$ cat src/frle_pkg.sv
// Shared types, constants and code tables of the fax run-length encoder.
package frle_pkg;

  localparam int RUN_BITS = 16;
  localparam int ACC_W    = 20;
  localparam int CNT_W    = 5;

  typedef enum logic [1:0] {
    ACT_RUN  = 2'd0,
    ACT_EOL  = 2'd1,
    ACT_RTC  = 2'd2,
    ACT_NONE = 2'd3
  } action_e;

  typedef struct packed {
    logic [1:0]  action;
    logic [15:0] run_length;
    logic        is_black;
  } in_item_t;

  typedef struct packed {
    logic [7:0] out_byte;
    logic       last;
  } out_item_t;

  // controller to datapath
  typedef struct packed {
    logic start;
    logic load;
    logic emit;
    logic flush;
  } frle_cmd_t;

  // datapath to controller
  typedef struct packed {
    logic skip;
    logic ge8;
    logic done;
    logic room;
    logic hold_vld;
  } frle_sts_t;

  // entries: {length[3:0], code[7:0]}
  localparam logic [11:0] EOL_CODE = 12'hC01;

  localparam logic [11:0] WHITE_TERM [64] = '{
    12'h835, 12'h607, 12'h407, 12'h408, 12'h40B, 12'h40C, 12'h40E, 12'h40F,
    12'h513, 12'h514, 12'h507, 12'h508, 12'h608, 12'h603, 12'h634, 12'h635,
    12'h62A, 12'h62B, 12'h727, 12'h70C, 12'h708, 12'h717, 12'h703, 12'h704,
    12'h728, 12'h72B, 12'h713, 12'h724, 12'h718, 12'h802, 12'h803, 12'h81A,
    12'h81B, 12'h812, 12'h813, 12'h814, 12'h815, 12'h816, 12'h817, 12'h828,
    12'h829, 12'h82A, 12'h82B, 12'h82C, 12'h82D, 12'h804, 12'h805, 12'h80A,
    12'h80B, 12'h852, 12'h853, 12'h854, 12'h855, 12'h824, 12'h825, 12'h858,
    12'h859, 12'h85A, 12'h85B, 12'h84A, 12'h84B, 12'h832, 12'h833, 12'h834
  };

  localparam logic [11:0] BLACK_TERM [64] = '{
    12'hA37, 12'h302, 12'h203, 12'h202, 12'h303, 12'h403, 12'h402, 12'h503,
    12'h605, 12'h604, 12'h704, 12'h705, 12'h707, 12'h804, 12'h807, 12'h918,
    12'hA17, 12'hA18, 12'hA08, 12'hB67, 12'hB68, 12'hB6C, 12'hB37, 12'hB28,
    12'hB17, 12'hB18, 12'hCCA, 12'hCCB, 12'hCCC, 12'hCCD, 12'hC68, 12'hC69,
    12'hC6A, 12'hC6B, 12'hCD2, 12'hCD3, 12'hCD4, 12'hCD5, 12'hCD6, 12'hCD7,
    12'hC6C, 12'hC6D, 12'hCDA, 12'hCDB, 12'hC54, 12'hC55, 12'hC56, 12'hC57,
    12'hC64, 12'hC65, 12'hC52, 12'hC53, 12'hC24, 12'hC37, 12'hC38, 12'hC27,
    12'hC28, 12'hC58, 12'hC59, 12'hC2B, 12'hC2C, 12'hC5A, 12'hC66, 12'hC67
  };

  localparam logic [11:0] WHITE_MAKEUP [27] = '{
    12'h51B, 12'h512, 12'h617, 12'h737, 12'h836, 12'h837, 12'h864, 12'h865,
    12'h868, 12'h867, 12'h9CC, 12'h9CD, 12'h9D2, 12'h9D3, 12'h9D4, 12'h9D5,
    12'h9D6, 12'h9D7, 12'h9D8, 12'h9D9, 12'h9DA, 12'h9DB, 12'h998, 12'h999,
    12'h99A, 12'h618, 12'h99B
  };

  localparam logic [11:0] BLACK_MAKEUP [27] = '{
    12'hA0F, 12'hCC8, 12'hCC9, 12'hC5B, 12'hC33, 12'hC34, 12'hC35, 12'hD6C,
    12'hD6D, 12'hD4A, 12'hD4B, 12'hD4C, 12'hD4D, 12'hD72, 12'hD73, 12'hD74,
    12'hD75, 12'hD76, 12'hD77, 12'hD52, 12'hD53, 12'hD54, 12'hD55, 12'hD5A,
    12'hD5B, 12'hD64, 12'hD65
  };

  localparam logic [11:0] EXT_MAKEUP [13] = '{
    12'hB08, 12'hB0C, 12'hB0D, 12'hC12, 12'hC13, 12'hC14, 12'hC15,
    12'hC16, 12'hC17, 12'hC1C, 12'hC1D, 12'hC1E, 12'hC1F
  };

endpackage

$ cat src/fax_run_length_huffman_encoder.sv
// Top level of the fax run-length (Modified Huffman) encoder.
//
//   channel | signals                              | word
//   in      | in_valid_i, in_stall_o, in_data_i    | action, run_length, is_black
//   out     | out_valid_o, out_stall_i, out_data_o | out_byte, last
//
// One item at a time. An item is accepted in the idle state; each code is then
// loaded in the code state, and the emit state drains its completed bytes, then
// checks whether the item is done; a flush ends it. An unused action goes back
// to idle from the code state. The single bit packer and its one-byte-per-cycle
// drain, while the output has room, set the rate. Reset clears the pending bits;
// leftover bits under a byte carry to later items. A stalled output holds the
// packer; the last byte of an item waits in a hold register so it can carry last.
module fax_run_length_huffman_encoder
  import frle_pkg::*;
(
  input  logic      clk_i,
  input  logic      rst_ni,
  input  logic      in_valid_i,
  output logic      in_stall_o,
  input  in_item_t  in_data_i,
  output logic      out_valid_o,
  input  logic      out_stall_i,
  output out_item_t out_data_o
);

  frle_cmd_t cmd;
  frle_sts_t sts;

  frle_ctrl u_ctrl (
    .clk_i      (clk_i),
    .rst_ni     (rst_ni),
    .in_valid_i (in_valid_i),
    .in_stall_o (in_stall_o),
    .sts_i      (sts),
    .cmd_o      (cmd)
  );

  frle_dp u_dp (
    .clk_i       (clk_i),
    .rst_ni      (rst_ni),
    .in_data_i   (in_data_i),
    .cmd_i       (cmd),
    .sts_o       (sts),
    .out_valid_o (out_valid_o),
    .out_stall_i (out_stall_i),
    .out_data_o  (out_data_o)
  );

endmodule

$ cat src/frle_ctrl.sv
// Controller state machine of the fax run-length encoder.
module frle_ctrl
  import frle_pkg::*;
(
  input  logic      clk_i,
  input  logic      rst_ni,
  input  logic      in_valid_i,
  output logic      in_stall_o,
  input  frle_sts_t sts_i,
  output frle_cmd_t cmd_o
);

  typedef enum logic [3:0] {
    ST_IDLE  = 4'b0001,
    ST_CODE  = 4'b0010,
    ST_EMIT  = 4'b0100,
    ST_FLUSH = 4'b1000
  } state_e;

  state_e state_q, state_d;

  assign in_stall_o = (state_q != ST_IDLE);

  // sequence codes and byte emission
  always_comb begin
    state_d = state_q;
    cmd_o   = '0;
    unique case (state_q)
      ST_IDLE: begin
        if (in_valid_i) begin
          cmd_o.start = 1'b1;
          state_d     = ST_CODE;
        end
      end
      ST_CODE: begin
        if (sts_i.skip) begin
          state_d = ST_IDLE;
        end else begin
          cmd_o.load = 1'b1;
          state_d    = ST_EMIT;
        end
      end
      ST_EMIT: begin
        if (sts_i.ge8) begin
          if (!sts_i.hold_vld || sts_i.room) cmd_o.emit = 1'b1;
        end else if (sts_i.done) begin
          state_d = ST_FLUSH;
        end else begin
          state_d = ST_CODE;
        end
      end
      ST_FLUSH: begin
        if (!sts_i.hold_vld || sts_i.room) begin
          cmd_o.flush = 1'b1;
          state_d     = ST_IDLE;
        end
      end
      default: state_d = ST_IDLE;
    endcase
  end

  always_ff @(posedge clk_i or negedge rst_ni) begin
    if (!rst_ni) begin
      state_q <= ST_IDLE;
    end else begin
      state_q <= state_d;
    end
  end

endmodule

$ cat src/frle_dp.sv
// Datapath of the fax run-length encoder: code lookup, bit packer, output word.
module frle_dp
  import frle_pkg::*;
(
  input  logic      clk_i,
  input  logic      rst_ni,
  input  in_item_t  in_data_i,
  input  frle_cmd_t cmd_i,
  output frle_sts_t sts_o,
  output logic      out_valid_o,
  input  logic      out_stall_i,
  output out_item_t out_data_o
);

  logic [ACC_W-1:0]    acc_q, acc_d;
  logic [CNT_W-1:0]    cnt_q, cnt_d;
  logic [RUN_BITS-1:0] run_q;
  logic                black_q;
  logic [1:0]          action_q;
  logic                done_q;
  logic                fill_q;
  logic [2:0]          eol_left_q;
  logic [7:0]          hold_q;
  logic                hold_vld_q;
  logic                out_vld_q;
  out_item_t           out_q;

  logic [RUN_BITS-7:0] mult;
  logic [5:0]          nsel;
  logic                is_makeup;
  logic                is_fill;
  logic [11:0]         entry;
  logic [3:0]          len;
  logic [7:0]          code;
  logic [CNT_W-1:0]    shamt;
  logic [7:0]          new_byte;
  logic                room;

  // pick the next code of the item
  always_comb begin
    mult      = run_q[RUN_BITS-1:6];
    nsel      = (mult > (RUN_BITS-6)'(40)) ? 6'd40 : mult[5:0];
    is_makeup = (run_q > RUN_BITS'(63));
    is_fill   = fill_q && (cnt_q != '0);
    entry     = EOL_CODE;
    unique case (action_q)
      ACT_RUN: begin
        if (is_makeup) begin
          if (nsel <= 6'd27) begin
            entry = black_q ? BLACK_MAKEUP[5'(nsel - 6'd1)] : WHITE_MAKEUP[5'(nsel - 6'd1)];
          end else begin
            entry = EXT_MAKEUP[4'(nsel - 6'd28)];
          end
        end else begin
          entry = black_q ? BLACK_TERM[run_q[5:0]] : WHITE_TERM[run_q[5:0]];
        end
      end
      ACT_RTC: begin
        if (is_fill) entry = {4'(5'd8 - cnt_q), 8'h00};
      end
      default: entry = EOL_CODE;
    endcase
    len  = entry[11:8];
    code = entry[7:0];
  end

  assign shamt    = cnt_q - CNT_W'(8);
  assign new_byte = 8'(acc_q >> shamt);
  assign room     = !out_vld_q || !out_stall_i;

  assign sts_o.skip     = (action_q == ACT_NONE);
  assign sts_o.ge8      = (cnt_q >= CNT_W'(8));
  assign sts_o.done     = done_q;
  assign sts_o.room     = room;
  assign sts_o.hold_vld = hold_vld_q;

  // pack code bits, drain whole bytes
  always_comb begin
    acc_d = acc_q;
    cnt_d = cnt_q;
    if (cmd_i.load) begin
      acc_d = (acc_q << len) | ACC_W'(code);
      cnt_d = cnt_q + CNT_W'(len);
    end else if (cmd_i.emit) begin
      cnt_d = shamt;
    end
  end

  always_ff @(posedge clk_i or negedge rst_ni) begin
    if (!rst_ni) begin
      acc_q      <= '0;
      cnt_q      <= '0;
      action_q   <= ACT_NONE;
      done_q     <= 1'b0;
      fill_q     <= 1'b0;
      eol_left_q <= '0;
      hold_vld_q <= 1'b0;
      out_vld_q  <= 1'b0;
    end else begin
      acc_q <= acc_d;
      cnt_q <= cnt_d;

      // latch the command word
      if (cmd_i.start) begin
        action_q   <= in_data_i.action;
        done_q     <= 1'b0;
        fill_q     <= 1'b1;
        eol_left_q <= 3'd6;
      end

      // advance through the code sequence
      if (cmd_i.load) begin
        unique case (action_q)
          ACT_RUN: begin
            if (!is_makeup) done_q <= 1'b1;
          end
          ACT_RTC: begin
            fill_q <= 1'b0;
            if (!is_fill) begin
              eol_left_q <= eol_left_q - 3'd1;
              if (eol_left_q == 3'd1) done_q <= 1'b1;
            end
          end
          default: done_q <= 1'b1;
        endcase
      end

      // output word handshake
      if ((cmd_i.emit || cmd_i.flush) && hold_vld_q) begin
        out_vld_q <= 1'b1;
      end else if (out_vld_q && !out_stall_i) begin
        out_vld_q <= 1'b0;
      end

      if (cmd_i.emit) begin
        hold_vld_q <= 1'b1;
      end else if (cmd_i.flush) begin
        hold_vld_q <= 1'b0;
      end
    end
  end

  // payload registers
  always_ff @(posedge clk_i) begin
    if (cmd_i.start) begin
      run_q   <= in_data_i.run_length[RUN_BITS-1:0];
      black_q <= in_data_i.is_black;
    end else if (cmd_i.load && action_q == ACT_RUN && is_makeup) begin
      run_q <= run_q - RUN_BITS'({nsel, 6'b0});
    end
    if (cmd_i.emit) hold_q <= new_byte;
    if ((cmd_i.emit || cmd_i.flush) && hold_vld_q) begin
      out_q.out_byte <= hold_q;
      out_q.last     <= cmd_i.flush;
    end
  end

  assign out_valid_o = out_vld_q;
  assign out_data_o  = out_q;

endmodule

$ cat config.mk
export PLATFORM = sky130hd
export DESIGN_NAME = fax_run_length_huffman_encoder
export DESIGN_NICKNAME = d
export VERILOG_FILES = /design/src/frle_pkg.sv /design/src/fax_run_length_huffman_encoder.sv /design/src/frle_ctrl.sv /design/src/frle_dp.sv
export SDC_FILE = /design/constraint.sdc
export NUM_CORES = 1
export LEC_CHECK = 0
export ABC_CLOCK_PERIOD_IN_PS = 4750
export BUFFER_PORTS_ARGS = -buffer_cell sky130_fd_sc_hd__buf_2
export CAP_MARGIN = 20
export CORE_ASPECT_RATIO = 0.75
export CORE_MARGIN = 1
export CORE_UTILIZATION = 28
export CTS_BUF_LIST = sky130_fd_sc_hd__clkbuf_4 sky130_fd_sc_hd__clkbuf_8
export CTS_CLUSTER_DIAMETER = 200
export DETAILED_ROUTE_END_ITERATION = 10
export HOLD_SLACK_MARGIN = 0.12
export PLACE_DENSITY_LB_ADDON = 0.15
export SKIP_CTS_REPAIR_TIMING = 1
export SYNTH_ARGS = -nofsm -noshare
export SYNTH_HDL_FRONTEND = slang
export SYNTH_SLANG_ARGS = --single-unit
$ cat constraint.sdc
create_clock -name clk_i -period 4.75 [get_ports clk_i]
set_clock_uncertainty 0.05 [all_clocks]
set_input_delay 0.95 -clock clk_i [delete_from_list [all_inputs] [get_ports clk_i]]
set_output_delay 0.95 -clock clk_i [all_outputs]
set_load 0.05 [all_outputs]
# ---- Word-level counts from Yosys, hierarchy flattened
# Memories as Yosys holds them, arrays and structs flattened.
# Cells that the tools add are included.
dict set report word_totals {
  memories 5
  elab_cells 120
  mem_bits_ro 2496
  input_bits 23
  regBits 72
  out_inout_bits 11
}
# name words width read_ports rd_ports_with_merged_regs write_ports line
set mem_list {}
lappend mem_list {{(name not given)} 64 12 1 0 0 frle_dp.sv:55} ;# entry = black_q ? BLACK_TERM[run_q[5:0]] : WHITE_TERM[run_q[5:0]];
lappend mem_list {{(name not given)} 64 12 1 0 0 frle_dp.sv:55}
lappend mem_list {{(name not given)} 32 12 1 0 0 frle_dp.sv:50} ;# entry = black_q ? BLACK_MAKEUP[5'(nsel - 6'd1)] : WHITE_MAKEUP[5'(nsel - 6'd1)];
lappend mem_list {{(name not given)} 32 12 1 0 0 frle_dp.sv:50}
lappend mem_list {{(name not given)} 16 12 1 0 0 frle_dp.sv:52} ;# entry = EXT_MAKEUP[4'(nsel - 6'd28)];
dict set report classes {
  n_bitwise 4
  shifts 2
  reduce_logical 18
  n_addsub 7
  mux 52
  n_lt_le_gt_ge 7
  eq_ne 11
}
# cell count
set op_table {}
lappend op_table {{12-bit two-way mux} 15}
lappend op_table {{16-bit two-way mux} 2}
lappend op_table {{12-bit case mux with 2 select lines} 1}
lappend op_table {{1-bit two-way mux} 20}
lappend op_table {{20-bit by 8-bit OR with 20-bit output} 1}
lappend op_table {{20-bit by 4-bit left shift with 20-bit output} 1}
lappend op_table {{20-bit by 5-bit >> shifter with 8-bit output} 1}
lappend op_table {{16-bit by 6-bit > comparator with 1-bit output (second input constant)} 1}
lappend op_table {{4-bit two-way mux} 4}
lappend op_table {{4-bit case mux with 4 select lines} 1}
lappend op_table {{16-bit by 12-bit subtractor with 16-bit output} 1}
lappend op_table {{3-bit two-way mux} 5}
lappend op_table {{10-bit by 6-bit > comparator with 1-bit output (second input constant)} 1}
lappend op_table {{5-bit two-way mux} 2}
lappend op_table {{2-bit nonzero test} 4}
lappend op_table {{7-bit greater-or-equal comparator (second input constant)} 1}
lappend op_table {{6-bit NOT with 7-bit output} 1}
lappend op_table {{6-bit greater-or-equal comparator (second input constant)} 1}
lappend op_table {{6-bit by 5-bit less-or-equal comparator with 1-bit output (second input constant)} 1}
lappend op_table {{6-bit two-way mux} 1}
lappend op_table {{5-bit NOT with 6-bit output} 1}
lappend op_table {{5-bit by 4-bit adder with 5-bit output} 1}
lappend op_table {{5-bit by 4-bit greater-or-equal comparator with 1-bit output (second input constant)} 1}
lappend op_table {{5-bit greater-or-equal comparator (second input constant)} 1}
lappend op_table {{22 further kinds} 32}

# ---- Depth between registers and ports, before layout
dict set report depth {
  depth_word 13
  depth_mapped 22
  mapped_depth_nobuf 19
}

# ---- Modules after synthesis
# Synthesis repeated with hierarchy kept, for this count alone.
dict set report hier_totals {
  cells_unflattened 902
  area_unflattened_um2 7474.7
}
# mod area_per_inst_um2 seq_area_each_um2 cells_per_inst instances
set modules_own_cells {}
lappend modules_own_cells {frle_dp 7221.9 1874.3 873 1}
lappend modules_own_cells {frle_ctrl 252.7 101.3 29 1}

# ---- Least setup slack after synthesis
# Ideal clock, no wire load.
dict set report synth_timing {
  path_kind {register -> register}
  from {register u_dp.run_q[14]}
  to {register u_dp.cnt_q[4]}
  arrival_ps 4967
  n_path_buf 2
  setup_slack_ps -414
  setup_ps 147
  stages_incl_launch_ff 21
  period_less_slack_ps 5164
  required_ps 4553
  cell_sequence {edfxtp_1 nor4_1 o21a_1 clkbuf_1 and2_1 inv_1 ha_1 nand2b_1 a2111oi_4 nor3_4 a221oi_1 a311oi_1 nor2_1 buf_2 inv_1 ha_1 a21o_1 a21oi_1 nor2_1 nor3_1 a211oi_1}
}
dict set report synth_via {
  elab_chain_len 13
  elab_cells_between_ends 23
  classes_between {add/sub: 3; order compare: 3; mux: 12; bitwise: 2; memory: 3}
}
# element line
set synth_lines {}
lappend synth_lines {{from (decl)} frle_dp.sv:17} ;# logic [RUN_BITS-1:0] run_q;
lappend synth_lines {{from (signal assigned)} frle_dp.sv:146} ;# run_q <= in_data_i.run_length[RUN_BITS-1:0];
lappend synth_lines {{from (signal assigned)} frle_dp.sv:149} ;# run_q <= run_q - RUN_BITS'({nsel, 6'b0});
lappend synth_lines {{10-bit by 6-bit > comparator with 1-bit output} frle_dp.sv:42} ;# nsel = (mult > (RUN_BITS-6)'(40)) ? 6'd40 : mult[5:0];
lappend synth_lines {{6-bit two-way mux} frle_dp.sv:42}
lappend synth_lines {{5-bit by 1-bit subtractor with 5-bit output} frle_dp.sv:50}
lappend synth_lines {{5-bit NOT with 6-bit output (implied by the code)} frle_dp.sv:50}
lappend synth_lines {{memory read 32 x 12 bit} -}
lappend synth_lines {{12-bit two-way mux (implied by the code) (2 in series)} frle_dp.sv:50}
lappend synth_lines {{12-bit two-way mux} frle_dp.sv:50}
lappend synth_lines {{12-bit two-way mux} frle_dp.sv:49} ;# if (nsel <= 6'd27) begin
lappend synth_lines {{12-bit two-way mux *} frle_dp.sv:48} ;# if (is_makeup) begin
lappend synth_lines {{12-bit case mux with 2 select lines *} frle_dp.sv:46} ;# unique case (action_q)
lappend synth_lines {{5-bit by 4-bit adder with 5-bit output *} frle_dp.sv:83} ;# cnt_d = cnt_q + CNT_W'(len);
lappend synth_lines {{5-bit two-way mux *} frle_dp.sv:81} ;# if (cmd_i.load) begin
lappend synth_lines {{to (signal assigned)} frle_dp.sv:101} ;# cnt_q <= cnt_d;
lappend synth_lines {{to (decl)} frle_dp.sv:16} ;# logic [CNT_W-1:0] cnt_q, cnt_d;
# Every way passes the cells marked *; elsewhere a longest branch is shown, timed or not. The select of a mux whose other input is x is not followed.
# A chain may end at the register's enable or synchronous reset.

# ---- Final worst setup path
dict set report layout_timing {
  from {register u_dp.run_q[10]}
  to {register u_dp.cnt_q[4]}
}
# The elaborated chain is that of the path after synthesis.

==> tab_implementation.tex <==
\begin{tabular}{lr}
\hline
Metric & Value \\
\hline
\multicolumn{2}{l}{\textbf{Placed design}} \\
\quad Final HPWL DP & between 15,000 and 20,000 um \\
\quad Placed cell count & 1,321 \\
\quad Total placed instance area & 0.008538 mm2 \\
\quad Number of port buffers & 33 \\
\quad Final GP Congestion & approximately 0.9 \\
\quad Place WS & $\sim$180 ps \\
\multicolumn{2}{l}{\textbf{Yosys}} \\
\quad Yosys warning total & 0 \\
\quad Synth Net Count & just over 1k \\
\quad Proportion of synthesized flip-flops having asynchronous set or reset & a little over half \\
\quad Synthesized flop and latch total & 72 \\
\quad Unique masters post-synth & 84 \\
\quad Fraction of post-synthesis cell area in the top cell type by area & 13.28\% \\
\quad Most area-consuming cells after synthesis & sky130\_fd\_sc\_hd\_\_edfxtp\_1 (13\%), sky130\_fd\_sc\_hd\_\_dfrtp\_1 (11\%), sky130\_fd\_sc\_hd\_\_ha\_1 (6.5\%) \\
\quad Avg Cell Area, Syn & around 8.1 um2 \\
\quad Sequential cell area fraction in the yosys report & between 20\% and 30\% \\
\quad Largest area contributor in the netlist & sky130\_fd\_sc\_hd\_\_edfxtp\_1 \\
\quad Most numerous cell in the Yosys netlist & sky130\_fd\_sc\_hd\_\_nand2\_1 \\
\quad Prevailing post-synth register cell & sky130\_fd\_sc\_hd\_\_dfrtp\_1 \\
\quad Number of flops mapped to enable cells by yosys & 34 \\
\quad List of most frequent post-synthesis cells & sky130\_fd\_sc\_hd\_\_nand2\_1 (126), sky130\_fd\_sc\_hd\_\_o21ai\_0 (75), sky130\_fd\_sc\_hd\_\_nor2\_1 (72) \\
\quad Synthesized instance count & around 950 \\
\quad Synthesized area & a little under 0.008 mm2 \\
\multicolumn{2}{l}{\textbf{CTS}} \\
\quad Clock tree from TritonCTS & done \\
\quad Clock input transition at the sequential cells of the worst setup and hold paths & around 90 ps \\
\quad Maximum clock insertion buffer count & 2 \\
\quad CTS Root Cell & sky130\_fd\_sc\_hd\_\_clkbuf\_8 \\
\quad CTS buffer count & 9 \\
\quad Sink count of the clock tree & 72 \\
\quad Number of levels the H-tree was split into & 3 \\
\quad Clock latency on the worst-skew pair & between 300 and 400 ps \\
\multicolumn{2}{l}{\textbf{Finish}} \\
\quad Non-filler cells in the finished layout & around 1.3k \\
\quad \# fillers & approximately 2.9k \\
\quad Area added between synthesis and finish & 14.41\% \\
\quad Fraction of final layout cells with drive strength greater than 1 & 18.42\% \\
\quad Antenna Diode Count & 0 \\
\quad Number of nets in the layout & 1,047 \\
\quad Final cell area excluding filler cells & slightly below 0.009 mm2 \\
\multicolumn{2}{l}{\textbf{STA}} \\
\quad Worst-case setup margin in the final layout & $\sim$260 ps \\
\quad Time the worst path needs with I/O delays and setup & between 4000 and 5000 ps \\
\quad Actual slew at the worst max-slew pin & 936.4 ps \\
\quad Min Hold Slack & 377.6 ps \\
\quad Number of max-slew violations in the final report & 0 \\
\quad Tightest slew margin relative to the limit & between 30\% and 40\% \\
\quad Sum of negative setup slack & 0 ps \\
\quad Final hold violation count & 0 \\
\quad Fmax & 222.9 MHz \\
\quad Final setup violation count & 0 \\
\quad RSZ-0062 raised after global routing & false \\
\quad Ratio of final minimum period to clock period & 94.46\% \\
\multicolumn{2}{l}{\textbf{Drt}} \\
\quad Via count & 7,565 \\
\quad Routed len/inst & around 20 um \\
\quad Antenna viol nets, final & 0 \\
\quad Total routed wirelength & roughly 26,000 um \\
\quad DR pass1 iterations & 7 \\
\quad Residual DRC & 0 \\
\quad First DRT Iteration DRCs & 664 \\
\quad Vias per cell & roughly 5.6 \\
\multicolumn{2}{l}{\textbf{Pwr}} \\
\quad Power density of the placed cells & approximately 600 mW/mm2 \\
\quad Net switching share of the total power & $\sim$50\% \\
\quad Portion of total power attributed to sequential cells & 23.8\% \\
\quad Combinational power share & about 65\% \\
\quad Proportion of power drawn by the clock network & around 11\% \\
\quad Standby leakage power & about 0.0035 uW \\
\quad Worst VDD drop & $\sim$0.31 mV \\
\quad Switching Power & roughly 2700 uW \\
\quad Int Power & 2619 uW \\
\multicolumn{2}{l}{\textbf{Worst hold path}} \\
\quad Number of stages on the worst hold path & 0 \\
\quad Start point of the worst hold path & u\_dp.hold\_q[6] \\
\quad Hold-critical path endpoint & u\_dp.out\_data\_o[7] \\
\quad Type of the worst min-delay path & flip-flop to flip-flop \\
\multicolumn{2}{l}{\textbf{Setup path}} \\
\quad Startpoint of the worst-slack reg-to-reg timing path & u\_dp.run\_q[10] \\
\quad Worst EP arrival & around 4700 ps \\
\quad Required time reported for the critical path endpoint & 4940 ps \\
\quad Biggest fanout along the worst timing path & 12 \\
\quad Crit Path Category & flip-flop to flip-flop \\
\quad Cell type of the slowest stage on the worst timing path & sky130\_fd\_sc\_hd\_\_or4\_4 \\
\quad Capturing point of the worst reg2reg path & u\_dp.cnt\_q[4] \\
\quad Slowest cell delay on critical path & $\sim$450 ps \\
\quad Kind of cell adding the most delay to the critical path & simple AND/OR/NAND/NOR gates \\
\quad Critical path cell sequence & nor4\_2 -> o21a\_1 -> and2\_2 -> inv\_1 -> ha\_1 -> nand2b\_1 -> o311a\_4 -> or2\_1 -> or4\_4 -> o211a\_4 -> nor2\_4 -> inv\_2 -> ha\_1 -> fa\_1 -> a21o\_1 -> a21oi\_1 -> nor2\_1 -> nor3\_1 -> a211oi\_1 \\
\quad Endpoint kind of the worst setup timing path & flip-flop \\
\quad Minimum setup slack among reg-to-reg paths & 260 ps \\
\quad Buf/Inv on CP & 2 \\
\quad Worst Reg-to-Reg Cells & 19 \\
\quad Most frequent cell on the critical path & sky130\_fd\_sc\_hd\_\_ha\_1 \\
\quad Startpoint type of the worst setup path & flip-flop \\
\multicolumn{2}{l}{\textbf{Flow run}} \\
\quad Number of max-cap violations & 0 \\
\multicolumn{2}{l}{\textbf{Floorplanning}} \\
\quad Count of standard-cell rows & between 50 and 60 \\
\quad Die height & around 150 um \\
\quad Area of the die & 0.02812 mm2 \\
\quad Floorplan core area & around 0.027 mm2 \\
\quad Initial cell density of the core & roughly 28\% \\
\quad Die X & around 190 um \\
\quad \# IOs & 34 \\
\multicolumn{2}{l}{\textbf{Global route}} \\
\quad Initial antenna violation count & 0 \\
\quad Largest net degree at the start of global routing & between 50 and 60 \\
\quad Global-route wire length before repair & between 40,000 and 50,000 um \\
\quad Number of global-route vias before repair & 6,982 \\
\quad Aggregate global-route resource usage & a little under a fifth \\
\quad Global route overflow & 0 \\
\multicolumn{2}{l}{\textbf{Run status}} \\
\quad Outcome & finished clean \\
\hline
\end{tabular}
==> registers in the layout, summed over array words and instances, names as in the netlist, 2 cells and up <==
| name | count |
|---|---|
| u_dp.action_q | 2 |
| u_ctrl.state_q | 4 |
| u_dp.eol_left_q | 3 |
| u_dp.cnt_q | 5 |
| u_dp.acc_q | 20 |
| u_dp.hold_q | 8 |
| u_dp.out_data_o | 9 |
| u_dp.run_q | 16 |
==> how the worst max path moves through the flow <==
stage,startpoint,to,cells past startpoint
5_1_grt,u_dp.run_q[15],u_dp.cnt_q[4],19
4_1_cts,u_dp.run_q[10],u_dp.cnt_q[4],19
3_3_place_gp,u_dp.run_q[10],u_dp.cnt_q[4],19
6_report,u_dp.run_q[10],u_dp.cnt_q[4],19
3_5_place_dp,u_dp.run_q[10],u_dp.cnt_q[4],19
2_1_floorplan,u_dp.run_q[7],u_dp.cnt_q[4],22
==> per-layer routing <==
layer	global-route usage, %	vias to the layer above	part of all wire, %
met4	3.280	0	1.0
met2	26.16	277	41
met3	4.171	17	6.8
met1	29.60	3619	51
li1	-	3652	-
met5	0	-	0
==> power groups by stage <==
stage | Combinational [uW] | Sequential, uW | Clock [uW]
2_1_floorplan | 2420 | 1130 | 0
3_3_place_gp | 3420 | 1270 | 0
3_5_place_dp | 3380 | 1270 | 0
4_1_cts | 3400 | 1250 | 606
5_1_grt | 3780 | 1300 | 627
6_report | 3430 | 1260 | 586
==> kinds of logic after synthesis <==
family	Yosys count	synth area share (%)
muxes	62	11.87
other	1	0.04879
AOI/OAI and AO/OA	326	29.03
xor gates and xnor gates	10	1.139
and+or+nand+nor	319	19.62
buffers and inverters	115	5.828
adders and majority gates	41	6.772
DFF	72	25.70
==> cells in the final DEF, fill, tap and decap left out, types with 23 or more instances in the layout <==
| cell type | n |
|---|---|
| sky130_fd_sc_hd__buf_4 | 71 |
| sky130_fd_sc_hd__inv_1 | 33 |
| sky130_fd_sc_hd__nand2_1 | 126 |
| sky130_fd_sc_hd__buf_2 | 33 |
| sky130_fd_sc_hd__o21ai_0 | 75 |
| sky130_fd_sc_hd__a211oi_1 | 25 |
| sky130_fd_sc_hd__and3_1 | 23 |
| sky130_fd_sc_hd__dfrtp_1 | 35 |
| sky130_fd_sc_hd__o211ai_1 | 34 |
| sky130_fd_sc_hd__a21oi_1 | 68 |
| sky130_fd_sc_hd__ha_1 | 40 |
| sky130_fd_sc_hd__edfxtp_1 | 34 |
| sky130_fd_sc_hd__nor2_1 | 71 |
| sky130_fd_sc_hd__mux2i_1 | 29 |
==> cell type report <==
type	count	area [um2]	share of cell area [%]
Multi-Input combinational cell	759	5315	60.44
Sequential cell	72	1976	22.47
Timing Repair Buffer	104	698.2	7.940
Tap cell	351	439.2	4.994
Inverter	37	138.9	1.579
Clock buffer	9	123.9	1.409
Clock inverter	7	102.6	1.167
==> per-stage QoR <==
stage               util (%)  power (uW)
floorplan                  -        3544
global placement       31.62        4694
detailed placement     31.62        4648
CTS                    32.46        5259
global route           32.57        5712
finish                 32.57        5277
(Power assumes the default switching activity.)
